File: src/rtl/core/lpsd_pkg.sv
// ----------------------------------------------------------------------------
// lpsd_pkg
// Shared types and constants for the length-prefixed stream deframer.
// ----------------------------------------------------------------------------
package lpsd_pkg;

  localparam int unsigned ByteWidth   = 8;
  localparam int unsigned LengthWidth = 2 * ByteWidth;

  // Status codes carried on the result channel
  localparam logic StatusPayload   = 1'b0;
  localparam logic StatusZeroLen   = 1'b1;

  // Deframer state, one-hot
  typedef enum logic [3:0] {
    StHeaderHi = 4'b0001,
    StHeaderLo = 4'b0010,
    StPayload  = 4'b0100,
    StHalted   = 4'b1000
  } lpsd_state_e;

  // One result item
  typedef struct packed {
    logic [ByteWidth-1:0] payload_byte;
    logic                 end_of_frame;
    logic                 status;
  } lpsd_result_t;

endpackage

File: src/rtl/core/lpsd_if.sv
// ----------------------------------------------------------------------------
// lpsd_if
// Valid/ready channels of the deframer: byte input and result output.
// ----------------------------------------------------------------------------
interface lpsd_in_if;
  logic       valid;
  logic       ready;
  logic [7:0] stream_byte;

  modport source (output valid, output stream_byte, input ready);
  modport sink   (input valid, input stream_byte, output ready);
endinterface

interface lpsd_out_if;
  logic       valid;
  logic       ready;
  logic [7:0] payload_byte;
  logic       end_of_frame;
  logic       status;

  modport source (output valid, output payload_byte, output end_of_frame,
                  output status, input ready);
  modport sink   (input valid, input payload_byte, input end_of_frame,
                  input status, output ready);
endinterface

File: src/rtl/core/lpsd_core.sv
// ----------------------------------------------------------------------------
// lpsd_core
// Frame state machine: parses the two-byte length header, counts payload
// bytes and flags the last one; halts on a zero length.
// ----------------------------------------------------------------------------
module lpsd_core (
  input  logic                           clk_i,
  input  logic                           rst_ni,
  input  logic                           step_i,
  input  logic [lpsd_pkg::ByteWidth-1:0] byte_i,
  output logic                           res_valid_o,
  output lpsd_pkg::lpsd_result_t         res_o
);
  import lpsd_pkg::*;

  lpsd_state_e            state_q, state_d;
  logic [ByteWidth-1:0]   len_hi_q, len_hi_d;
  logic [LengthWidth-1:0] remaining_q, remaining_d;
  logic [LengthWidth-1:0] length;

  assign length = {len_hi_q, byte_i};

  // Next state and result for the byte being processed; res_valid_o tells
  // whether this byte needs a result slot, independent of step_i
  always_comb begin
    state_d              = state_q;
    len_hi_d             = len_hi_q;
    remaining_d          = remaining_q;
    res_valid_o          = 1'b0;
    res_o.payload_byte   = byte_i;
    res_o.end_of_frame   = 1'b0;
    res_o.status         = StatusPayload;
    unique case (state_q)
      StHeaderHi: begin
        len_hi_d = byte_i;
        state_d  = StHeaderLo;
      end
      StHeaderLo: begin
        if (length == '0) begin
          // zero length: one error result, then halt
          state_d            = StHalted;
          res_valid_o        = 1'b1;
          res_o.payload_byte = '0;
          res_o.status       = StatusZeroLen;
        end else begin
          remaining_d = length;
          state_d     = StPayload;
        end
      end
      StPayload: begin
        remaining_d = remaining_q - LengthWidth'(1);
        res_valid_o = 1'b1;
        if (remaining_q == LengthWidth'(1)) begin
          res_o.end_of_frame = 1'b1;
          state_d            = StHeaderHi;
        end
      end
      StHalted: begin
        // input dropped, nothing changes
      end
      default: begin
        state_d = StHeaderHi;
      end
    endcase
  end

  // State registers, updated once per processed byte
  always_ff @(posedge clk_i or negedge rst_ni) begin
    if (!rst_ni) begin
      state_q     <= StHeaderHi;
      len_hi_q    <= '0;
      remaining_q <= '0;
    end else if (step_i) begin
      state_q     <= state_d;
      len_hi_q    <= len_hi_d;
      remaining_q <= remaining_d;
    end
  end

endmodule

File: src/rtl/core/length_prefixed_stream_deframer.sv
// ----------------------------------------------------------------------------
// length_prefixed_stream_deframer
// Splits a byte stream into frames with a 16-bit big-endian length prefix.
// ----------------------------------------------------------------------------
// Usage:
//   in_i  : one stream byte per transfer (valid/ready). Header bytes give
//           no result.
//   out_o : one result per payload byte, end_of_frame on the last byte of a
//           frame, status 0. A zero length yields one result with payload 0
//           and status 1; after it all input is taken and dropped until reset.
// Timing:
//   A byte passes an input register and then a result register. One byte
//   per cycle is sustained while out_o is not stalled.
// Reset:
//   Asynchronous, active low. Empties both registers and puts the parser at
//   the start of a header.
// Stall:
//   While out_o is stalled the result register holds; header and dropped
//   bytes keep flowing. in_i.ready falls only while a waiting byte needs the
//   occupied result register.
// ----------------------------------------------------------------------------
module length_prefixed_stream_deframer (
  input  logic       clk_i,
  input  logic       rst_ni,
  lpsd_in_if.sink    in_i,
  lpsd_out_if.source out_o
);
  import lpsd_pkg::*;

  logic                 in_valid_q;
  logic [ByteWidth-1:0] in_byte_q;
  logic                 out_valid_q, out_valid_d;
  lpsd_result_t         out_res_q;

  logic                 res_valid;
  lpsd_result_t         res;
  logic                 out_free;
  logic                 advance;

  lpsd_core u_core (
    .clk_i       (clk_i),
    .rst_ni      (rst_ni),
    .step_i      (advance),
    .byte_i      (in_byte_q),
    .res_valid_o (res_valid),
    .res_o       (res)
  );

  // Pipeline control: a byte leaves the input register when its result,
  // if any, has room
  always_comb begin
    out_free = !out_valid_q || out_o.ready;
    advance  = in_valid_q && (out_free || !res_valid);
  end

  assign in_i.ready = !in_valid_q || advance;

  // Input register
  always_ff @(posedge clk_i or negedge rst_ni) begin
    if (!rst_ni) begin
      in_valid_q <= 1'b0;
    end else if (in_i.ready) begin
      in_valid_q <= in_i.valid;
    end
  end

  always_ff @(posedge clk_i) begin
    if (in_i.ready && in_i.valid) begin
      in_byte_q <= in_i.stream_byte;
    end
  end

  // Result register
  always_comb begin
    out_valid_d = out_valid_q;
    if (out_free) begin
      out_valid_d = advance && res_valid;
    end
  end

  always_ff @(posedge clk_i or negedge rst_ni) begin
    if (!rst_ni) begin
      out_valid_q <= 1'b0;
    end else begin
      out_valid_q <= out_valid_d;
    end
  end

  always_ff @(posedge clk_i) begin
    if (out_free && advance && res_valid) begin
      out_res_q <= res;
    end
  end

  assign out_o.valid        = out_valid_q;
  assign out_o.payload_byte = out_res_q.payload_byte;
  assign out_o.end_of_frame = out_res_q.end_of_frame;
  assign out_o.status       = out_res_q.status;

endmodule

File: src/flat_wrapper.sv
// flat-port wrapper written by rule: the top's interface ports become plain ports
module length_prefixed_stream_deframer_flat import lpsd_pkg::*;
  (clk_i, rst_ni, in_i_valid, in_i_stream_byte, in_i_ready, out_o_valid, out_o_payload_byte, out_o_end_of_frame, out_o_status, out_o_ready);
  lpsd_in_if in_i_i ();
  lpsd_out_if out_o_i ();
  input  logic clk_i;
  input  logic rst_ni;
  input wire logic [$bits(in_i_i.valid)-1:0] in_i_valid;
  input wire logic [$bits(in_i_i.stream_byte)-1:0] in_i_stream_byte;
  output wire logic [$bits(in_i_i.ready)-1:0] in_i_ready;
  output wire logic [$bits(out_o_i.valid)-1:0] out_o_valid;
  output wire logic [$bits(out_o_i.payload_byte)-1:0] out_o_payload_byte;
  output wire logic [$bits(out_o_i.end_of_frame)-1:0] out_o_end_of_frame;
  output wire logic [$bits(out_o_i.status)-1:0] out_o_status;
  input wire logic [$bits(out_o_i.ready)-1:0] out_o_ready;
  assign in_i_i.valid = in_i_valid;
  assign in_i_i.stream_byte = in_i_stream_byte;
  assign in_i_ready = in_i_i.ready;
  assign out_o_valid = out_o_i.valid;
  assign out_o_payload_byte = out_o_i.payload_byte;
  assign out_o_end_of_frame = out_o_i.end_of_frame;
  assign out_o_status = out_o_i.status;
  assign out_o_i.ready = out_o_ready;
  length_prefixed_stream_deframer u_core (.clk_i(clk_i), .rst_ni(rst_ni), .in_i(in_i_i), .out_o(out_o_i));
endmodule
File: config.mk
export PLATFORM = sky130hd
export DESIGN_NAME = length_prefixed_stream_deframer_flat
export DESIGN_NICKNAME = d
export VERILOG_FILES = /design/src/rtl/core/lpsd_pkg.sv /design/src/rtl/core/lpsd_if.sv /design/src/rtl/core/lpsd_core.sv /design/src/rtl/core/length_prefixed_stream_deframer.sv /design/src/flat_wrapper.sv
export SDC_FILE = /design/constraint.sdc
export NUM_CORES = 1
export LEC_CHECK = 0
export BUFFER_PORTS_ARGS = -buffer_cell sky130_fd_sc_hd__buf_2
export CORE_AREA = 2 2 108 79
export DETAILED_ROUTE_END_ITERATION = 10
export DIE_AREA = 0 0 110 81
export PLACE_DENSITY = 0.45
export SYNTH_ARGS = -nofsm -noshare
export SYNTH_HDL_FRONTEND = slang
export SYNTH_HIERARCHICAL = 1
export SYNTH_SLANG_ARGS = --single-unit
File: constraint.sdc
create_clock -name clk_i -period 3.1 [get_ports clk_i]
set_input_delay 0.465 -clock clk_i [delete_from_list [all_inputs] [get_ports clk_i]]
set_output_delay 0.465 -clock clk_i [all_outputs]
set_load 0.01 [all_outputs]
==> summary.log, run 1 <==
INFO  outcome        status=complete, no violations
INFO  floorplanning  floorplan.io_pins=24
INFO  floorplanning  die_w=110um
INFO  sta            tightest_slew=0.753ns
INFO  floorplanning  start_util=28.7%
INFO  drt            drt_iter0_drc=107
INFO  synthesis      avgSynthCellArea=11.3um2
INFO  setup_path     critical_path.cell_chain=nor2_1 -> nand3_1 -> o21ai_0 -> a21boi_1 -> inv_1 -> nor4_2 -> o21a_1 -> buf_4 -> nand2_1 -> o2bb2ai_1
INFO  clocking       cts-buffers-inserted=5
INFO  clocking       max-clock-path-buffers=2
INFO  sta            pins_over_their_slew_limit=0
INFO  clocking       clock_transition_at_the_registers_of_the_reported_paths=0.09ns
INFO  cells_and_area nets=237
INFO  global_route   globalRouteTotalUtil=13.8%
INFO  job            maxCapViolCount=0
INFO  sta            fmax=0.373GHz
INFO  drt            postRouteWirelength=5510um
INFO  setup_path     cp_top_family=compound AO/OA/AOI/OAI gates
INFO  global_route   vias_in_the_first_global_route=1638
INFO  sta            timing.hold.ws=0.226ns
INFO  clocking       clock_latency=0.30ns
INFO  cells_and_area areaGrowthSynthToFinish=11.9%
INFO  cells_and_area postLayoutCoreUtil=32.1%
INFO  sta            setup_total_negative_slack=0ns
INFO  clocking       htree_levels=2
INFO  floorplanning  die_height=81um
INFO  global_route   grt_max_degree=31
INFO  drt            firstDrtPassIters=4
INFO  drt            detail_route.wl_per_cell=16.8um
INFO  drt            avgViaCountPerCell=5.03
INFO  synthesis      synth_warnings=6
INFO  setup_path     worst_setup_path_end_kind=flip-flop
INFO  synthesis      yosys.cell_count.top_type=sky130_fd_sc_hd__dfrtp_1
INFO  synthesis      seq_area_frac_synth=56.1%
INFO  synthesis      post_synth_inst_count=204
INFO  setup_path     crit_buf_inv=2
INFO  clocking       ctsHoldBuffers=0
INFO  cells_and_area drive_above_1_share=23.7%
INFO  global_route   grt_pass1_wl=9120um
INFO  floorplanning  placementRows=28
INFO  cells_and_area filler_cell_count=829
INFO  setup_path     worstPathMaxFanout=9
INFO  synthesis      postSynth.asyncResetShare=62.5%
INFO  synthesis      synth_seq_cells=48
INFO  clocking       cts-resized-gates=0
INFO  synthesis      synth_area_leaders=sky130_fd_sc_hd__dfrtp_1 31%, sky130_fd_sc_hd__edfxtp_1 23%, sky130_fd_sc_hd__o21ai_0 4.8%, sky130_fd_sc_hd__mux2_2 3.9%, sky130_fd_sc_hd__a21oi_1 3.5%
INFO  clocking       cts_sinks=48
INFO  synthesis      netlist.top_cell.by_area=sky130_fd_sc_hd__dfrtp_1
INFO  global_route   antenna_found_initial=0
INFO  sta            timing_hold_violations_final=0
INFO  synthesis      synth_top_area_share=31.5%
INFO  synthesis      synth_top_flop_cell=sky130_fd_sc_hd__dfrtp_1
INFO  clocking       clock-root-buffer=sky130_fd_sc_hd__clkbuf_8
INFO  clocking       cts_tree=built
INFO  sta            setup_violations=0
INFO  setup_path     required=3.27ns
INFO  clocking       cts.repair_timing.setup_buffer_count=0
INFO  sta            fin_worst_skew=0.00730ns
INFO  sta            slew_headroom=49.8%
INFO  sta            final.min_clock_period=2.68ns
INFO  placed_design  post-dp-hpwl=3950um
INFO  setup_path     cpMaxStageDelayCell=sky130_fd_sc_hd__dfstp_2
INFO  synthesis      netlist-cell-type-count=50
INFO  placed_design  place.port_buffers=23
INFO  power          power.leakage=0.967nW
INFO  worst_hold_path hold_path_class=input pin to async pin
INFO  drt            via_count=1656
INFO  setup_path     worstSetupPathType=flip-flop to flip-flop
INFO  synthesis      synth-edff-count=18
INFO  setup_path     r2r_slack=0.42ns
INFO  drt            postRouteAntennaNets=0
INFO  floorplanning  floorplan.die_area=8910um2
INFO  cells_and_area multiInputGateArea=900um2
INFO  placed_design  gp_congestion=0.851
INFO  sta            grt_setup_unrepaired=false
INFO  setup_path     timing.critical_path.arrival=2.85ns
INFO  global_route   overflow=0
INFO  power          irDropWorstVdd=263uV
INFO  setup_path     worst_path_largest_cell_delay=0.61ns
INFO  power          power=2.11mW
INFO  cells_and_area antenna_cells=0
INFO  floorplanning  coreArea=8020um2
INFO  sta            finalCritPeriodShare=86.4%
INFO  power          p_per_area=817nW/um2
INFO  setup_path     timing.critical_path.from_type=flip-flop
INFO  synthesis      netlist_top_cells_count=29 x sky130_fd_sc_hd__dfrtp_1, 22 x sky130_fd_sc_hd__o21ai_0, 18 x sky130_fd_sc_hd__edfxtp_1
INFO  cells_and_area seqCellArea=1290um2
INFO  drt            count_of_unresolved_drc_violations_after_routing=0
INFO  synthesis      synth.net_count=218
INFO  synthesis      mapped_area=2300um2
[logic make-up (layout without fill, tap and decap cells)]
kind of cell    count (synthesis)  after routing  synth area share (%)
flops                          48             48                  56.1
fa+ha+maj                       2              2                  1.09
buf+inv                        21             41                  4.89
xor+xnor                        2              2                 0.760
mux                             8              8                  3.91
simple gates                   57             57                  15.6
compound gates                 66             66                  17.7
[report_power, final]
group	switching [mW]	internal, mW	total (mW)
sequential	0.236	0.854	1.09
combinational	0.355	0.295	0.650
clock	0.210	0.157	0.367
[layout by cell type (no fill, tap or decap), types with 3 or more instances in the layout]
master and instances:
sky130_fd_sc_hd__a2bb2oi_1 3, sky130_fd_sc_hd__o22ai_1 5, sky130_fd_sc_hd__nor2_1 9, sky130_fd_sc_hd__clkbuf_8 5, sky130_fd_sc_hd__nand3_1 5, sky130_fd_sc_hd__mux2_2 8
sky130_fd_sc_hd__dfrtp_1 29, sky130_fd_sc_hd__o21ai_0 22, sky130_fd_sc_hd__buf_4 5, sky130_fd_sc_hd__o21a_1 3, sky130_fd_sc_hd__a21oi_1 16, sky130_fd_sc_hd__nor3_1 5
sky130_fd_sc_hd__edfxtp_1 18, sky130_fd_sc_hd__nand2_1 11, sky130_fd_sc_hd__inv_1 5, sky130_fd_sc_hd__nor4_1 6, sky130_fd_sc_hd__buf_2 23
[metrics by stage]
| step | instance area (um2) | setup WS [ns] | instances |
|---|---|---|---|
| floorplan | 2300 | 0.492 | 204 |
| finish | 2580 | 0.420 | 329 |
| global placement | 2490 | 0.513 | 321 |
| global route | 2580 | 0.215 | 329 |
| detailed placement | 2490 | 0.452 | 321 |
| CTS | 2580 | 0.438 | 329 |
[area by class of cell]
class | instances | area share (%)
Multi-Input combinational cell | 135 | 34.9
Clock inverter | 2 | 0.437
Tap cell | 105 | 5.09
Timing Repair Buffer | 28 | 5.92
Sequential cell | 48 | 50.1
Clock buffer | 6 | 2.81
Inverter | 5 | 0.728
[path summary, 6_finish.rpt]
path | start | endpoint | cells past startpoint
max | u_core/u_core/state_q[0] | u_core/u_core/remaining_q[12] | 10
max reg2reg | u_core/u_core/state_q[0] | u_core/u_core/remaining_q[12] | 10
min reg2reg | u_core/u_core/remaining_q[5] | u_core/u_core/remaining_q[5] | 2
min in group clk_i | in_i_stream_byte[7] | u_core/in_byte_q[7] | 1
min | rst_ni | u_core/u_core/remaining_q[4] | 1
max in group asynchronous | rst_ni | u_core/u_core/remaining_q[3] | 1
[state kept, by name, indices dropped and copies added (netlist names)]
name and count:
u_core/u_core/remaining_q 16, u_core/u_core/state_q 4, u_core/u_core/len_hi_q 8, u_core/out_o.payload_byte 8
u_core/in_valid_q 1, u_core/out_o.end_of_frame 1, u_core/out_o.status 1, u_core/in_byte_q 8
u_core/out_o.valid 1
[per-layer routing]
layer	global-route usage [%]	wire (um)	up-vias
met5	0	0	-
met2	18.2	2140	42
met4	3.04	37	0
li1	-	-	799
met1	22.5	2970	810
met3	2.89	367	5
Power figures use the tool's default switching activity.
==> run 2: changes to the inputs <==
--- a/config.mk
+++ b/config.mk
@@ -6,9 +6,11 @@
 export NUM_CORES = 1
 export LEC_CHECK = 0
 export BUFFER_PORTS_ARGS = -buffer_cell sky130_fd_sc_hd__buf_2
-export CORE_AREA = 2 2 108 79
+export CAP_MARGIN = 40
+export CORE_AREA = 8 8 114 85
+export CTS_BUF_LIST = sky130_fd_sc_hd__clkbuf_4
 export DETAILED_ROUTE_END_ITERATION = 10
-export DIE_AREA = 0 0 110 81
+export DIE_AREA = 0 0 122 93
 export PLACE_DENSITY = 0.45
 export SYNTH_ARGS = -nofsm -noshare
 export SYNTH_HDL_FRONTEND = slang
==> run 2 against run 1 <==
  * Non-clock buffer count rose by 1
  * First-iteration DRC count rose by 44%
  * Combinational power rose by 2%
  * Register-to-register slack got worse by 0.03 ns
  * Sequential share of layout area fell by 0.15 points
  * Clock-buffer cell count fell by 1
==> summary.log, run 2 (synthesized netlist as in run 1, its figures left out) <==
INFO  sta            setup_violations=0 [unchanged]
INFO  placed_design  post-place-ws=0.476ns [was 0.452 ns]
INFO  placed_design  place.port_buffers=23 [unchanged]
INFO  cells_and_area seqCellArea=1290um2 [unchanged]
INFO  sta            fmax=0.351GHz [was 0.373 GHz]
INFO  setup_path     required=2.63ns [was 3.27 ns]
INFO  sta            finalCritPeriodShare=91.8% [was 86.4%]
INFO  drt            via_count=1685 [was 1656]
INFO  floorplanning  die_height=93um [was 81 um]
INFO  global_route   antenna_found_initial=0 [unchanged]
INFO  floorplanning  floorplan.io_pins=24 [unchanged]
INFO  clocking       clock_latency=0.36ns [was 0.30 ns]
INFO  sta            setup_total_negative_slack=0ns [unchanged]
INFO  drt            postRouteWirelength=5650um [was 5510 um]
INFO  setup_path     worst_setup_path_end_kind=output port [was flip-flop]
INFO  global_route   vias_in_the_first_global_route=1633 [was 1638]
INFO  cells_and_area final_common_cell=sky130_fd_sc_hd__dfrtp_1 [unchanged]
INFO  global_route   globalRouteTotalUtil=10.4% [was 13.8%]
INFO  cells_and_area drive_above_1_share=24.9% [was 23.7%]
INFO  drt            drt_iter0_drc=154 [was 107]
INFO  clocking       htree_levels=2 [unchanged]
INFO  clocking       clock_transition_at_the_registers_of_the_reported_paths=0.16ns [was 0.09 ns]
INFO  sta            grt_setup_unrepaired=false [unchanged]
INFO  drt            postRouteAntennaNets=0 [unchanged]
INFO  sta            pins_over_their_slew_limit=0 [unchanged]
INFO  power          irDropWorstVdd=310uV [was 263 uV]
INFO  worst_hold_path hold_path_class=input pin to async pin [unchanged]
INFO  power          power.leakage=0.974nW [was 0.967 nW]
INFO  outcome        status=complete, no violations [unchanged]
INFO  clocking       cts.repair_timing.setup_buffer_count=0 [unchanged]
INFO  clocking       cts-buffers-inserted=5 [unchanged]
INFO  clocking       cts_tree=built [unchanged]
INFO  cells_and_area layout.cells.most_common_list=29 x sky130_fd_sc_hd__dfrtp_1, 23 x sky130_fd_sc_hd__buf_2, 22 x sky130_fd_sc_hd__o21ai_0 [unchanged]
INFO  floorplanning  coreArea=8020um2 [unchanged]
INFO  cells_and_area antenna_cells=0 [unchanged]
INFO  drt            count_of_unresolved_drc_violations_after_routing=0 [unchanged]
INFO  setup_path     timing.critical_path.from_type=flip-flop [unchanged]
INFO  floorplanning  floorplan.die_area=11300um2 [was 8910 um2]
INFO  sta            tightest_slew=0.775ns [was 0.753 ns]
INFO  job            maxCapViolCount=0 [unchanged]
INFO  sta            final_critical_path_setup_slack=0.253ns [was 0.420 ns]
INFO  drt            firstDrtPassIters=4 [unchanged]
INFO  power          p_per_area=829nW/um2 [was 817 nW/um2]
INFO  power          power=2.14mW [was 2.11 mW]
INFO  setup_path     timing.critical_path.arrival=2.38ns [was 2.85 ns]
INFO  sta            timing_hold_violations_final=0 [unchanged]
INFO  cells_and_area areaGrowthSynthToFinish=12.2% [was 11.9%]
INFO  global_route   overflow=0 [unchanged]
INFO  global_route   grt_pass1_wl=9120um [unchanged]
INFO  cells_and_area multiInputGateArea=900um2 [unchanged]
INFO  clocking       clock-root-buffer=sky130_fd_sc_hd__clkbuf_4 [was sky130_fd_sc_hd__clkbuf_8]
INFO  clocking       max-clock-path-buffers=2 [unchanged]
INFO  sta            slew_headroom=48.0% [was 49.8%]
INFO  placed_design  gp_congestion=0.820 [was 0.851]
INFO  cells_and_area largest-register=u_core/u_core/remaining_q [unchanged]
INFO  clocking       cts-resized-gates=0 [unchanged]
INFO  placed_design  post-dp-hpwl=4110um [was 3950 um]
INFO  clocking       ctsHoldBuffers=0 [unchanged]
INFO  setup_path     worstSetupPathType=flip-flop to output port [was flip-flop to flip-flop]
INFO  floorplanning  placementRows=28 [unchanged]
INFO  sta            final.min_clock_period=2.85ns [was 2.68 ns]
INFO  clocking       cts_sinks=48 [unchanged]
INFO  cells_and_area nets=238 [was 237]
INFO  setup_path     worstPathMaxFanout=4 [was 9]
INFO  floorplanning  die_w=122um [was 110 um]
INFO  cells_and_area filler_cell_count=809 [was 829]
INFO  floorplanning  start_util=28.7% [unchanged]
INFO  drt            avgViaCountPerCell=5.11 [was 5.03]
INFO  sta            fin_worst_skew=0.0153ns [was 0.00730 ns]
INFO  cells_and_area largest_register_ffs=16 [unchanged]
INFO  global_route   grt_max_degree=31 [unchanged]
INFO  drt            detail_route.wl_per_cell=17.1um [was 16.8 um]
run 2: cell types whose count changed in the layout (fill, tap and decap cells not counted), sizes merged:
| cell | previous run | this run |
|---|---|---|
| bufinv | 0 | 1 |
| clkinv | 1 | 0 |
| clkbuf | 6 | 5 |
| inv | 5 | 6 |
| buf | 28 | 29 |
run 2: path summary, 6_finish.rpt:
check                                                   start                             to  slack, ns  cells past startpoint
worst max-delay path                      u_core/in_byte_q[7]                     in_i_ready       0.25                      6
max in group asynchronous                              rst_ni  u_core/u_core/remaining_q[14]       2.47                      1
worst max register to register            u_core/in_byte_q[0]  u_core/u_core/remaining_q[12]       0.39                     10
worst min-delay path                                   rst_ni      u_core/u_core/len_hi_q[6]       0.14                      1
worst min register to register  u_core/u_core/remaining_q[11]  u_core/u_core/remaining_q[11]       0.53                      1
min in group clk_i                        in_i_stream_byte[4]            u_core/in_byte_q[4]       0.26                      1
run 2: worst max-delay path, cell delays in order (launching register included):
cell,delay [ns]
sky130_fd_sc_hd__edfxtp_1,0.50
sky130_fd_sc_hd__nor4_1,0.44
sky130_fd_sc_hd__nand4_1,0.28
sky130_fd_sc_hd__o21ai_0,0.32
sky130_fd_sc_hd__buf_4,0.18
sky130_fd_sc_hd__nand4b_2,0.13
sky130_fd_sc_hd__buf_2,0.16
run 2: cell type report:
cell class	instances	area share [%]
Timing Repair Buffer	29	6.19
Clock inverter	3	1.79
Multi-Input combinational cell	135	34.8
Sequential cell	48	50.0
Tap cell	105	5.08
Clock buffer	5	1.45
Inverter	5	0.726
run 2: per-stage QoR:
step	cell area [um2]	instances	util [%]	hold slack, ns
floorplan	2300	204	-	0.169
global placement	2500	322	31.2	0.494
detailed placement	2500	322	31.2	0.497
CTS	2590	330	32.2	0.159
global route	2590	330	32.2	0.166
finish	2590	330	32.2	0.142
run 2: per-layer routing:
metal | track usage (%) | vias up | share of wire, %
met1 | 16.8 | 824 | 54
met3 | 2.59 | 2 | 7.6
met5 | 0 | - | 0
li1 | - | 801 | -
met4 | 2.15 | 0 | 0.46
met2 | 13.0 | 58 | 37
run 2: power breakdown:
group	internal, mW	switching [mW]
logic	0.300	0.363
clock network	0.173	0.217
registers	0.853	0.238
total	1.33	0.819
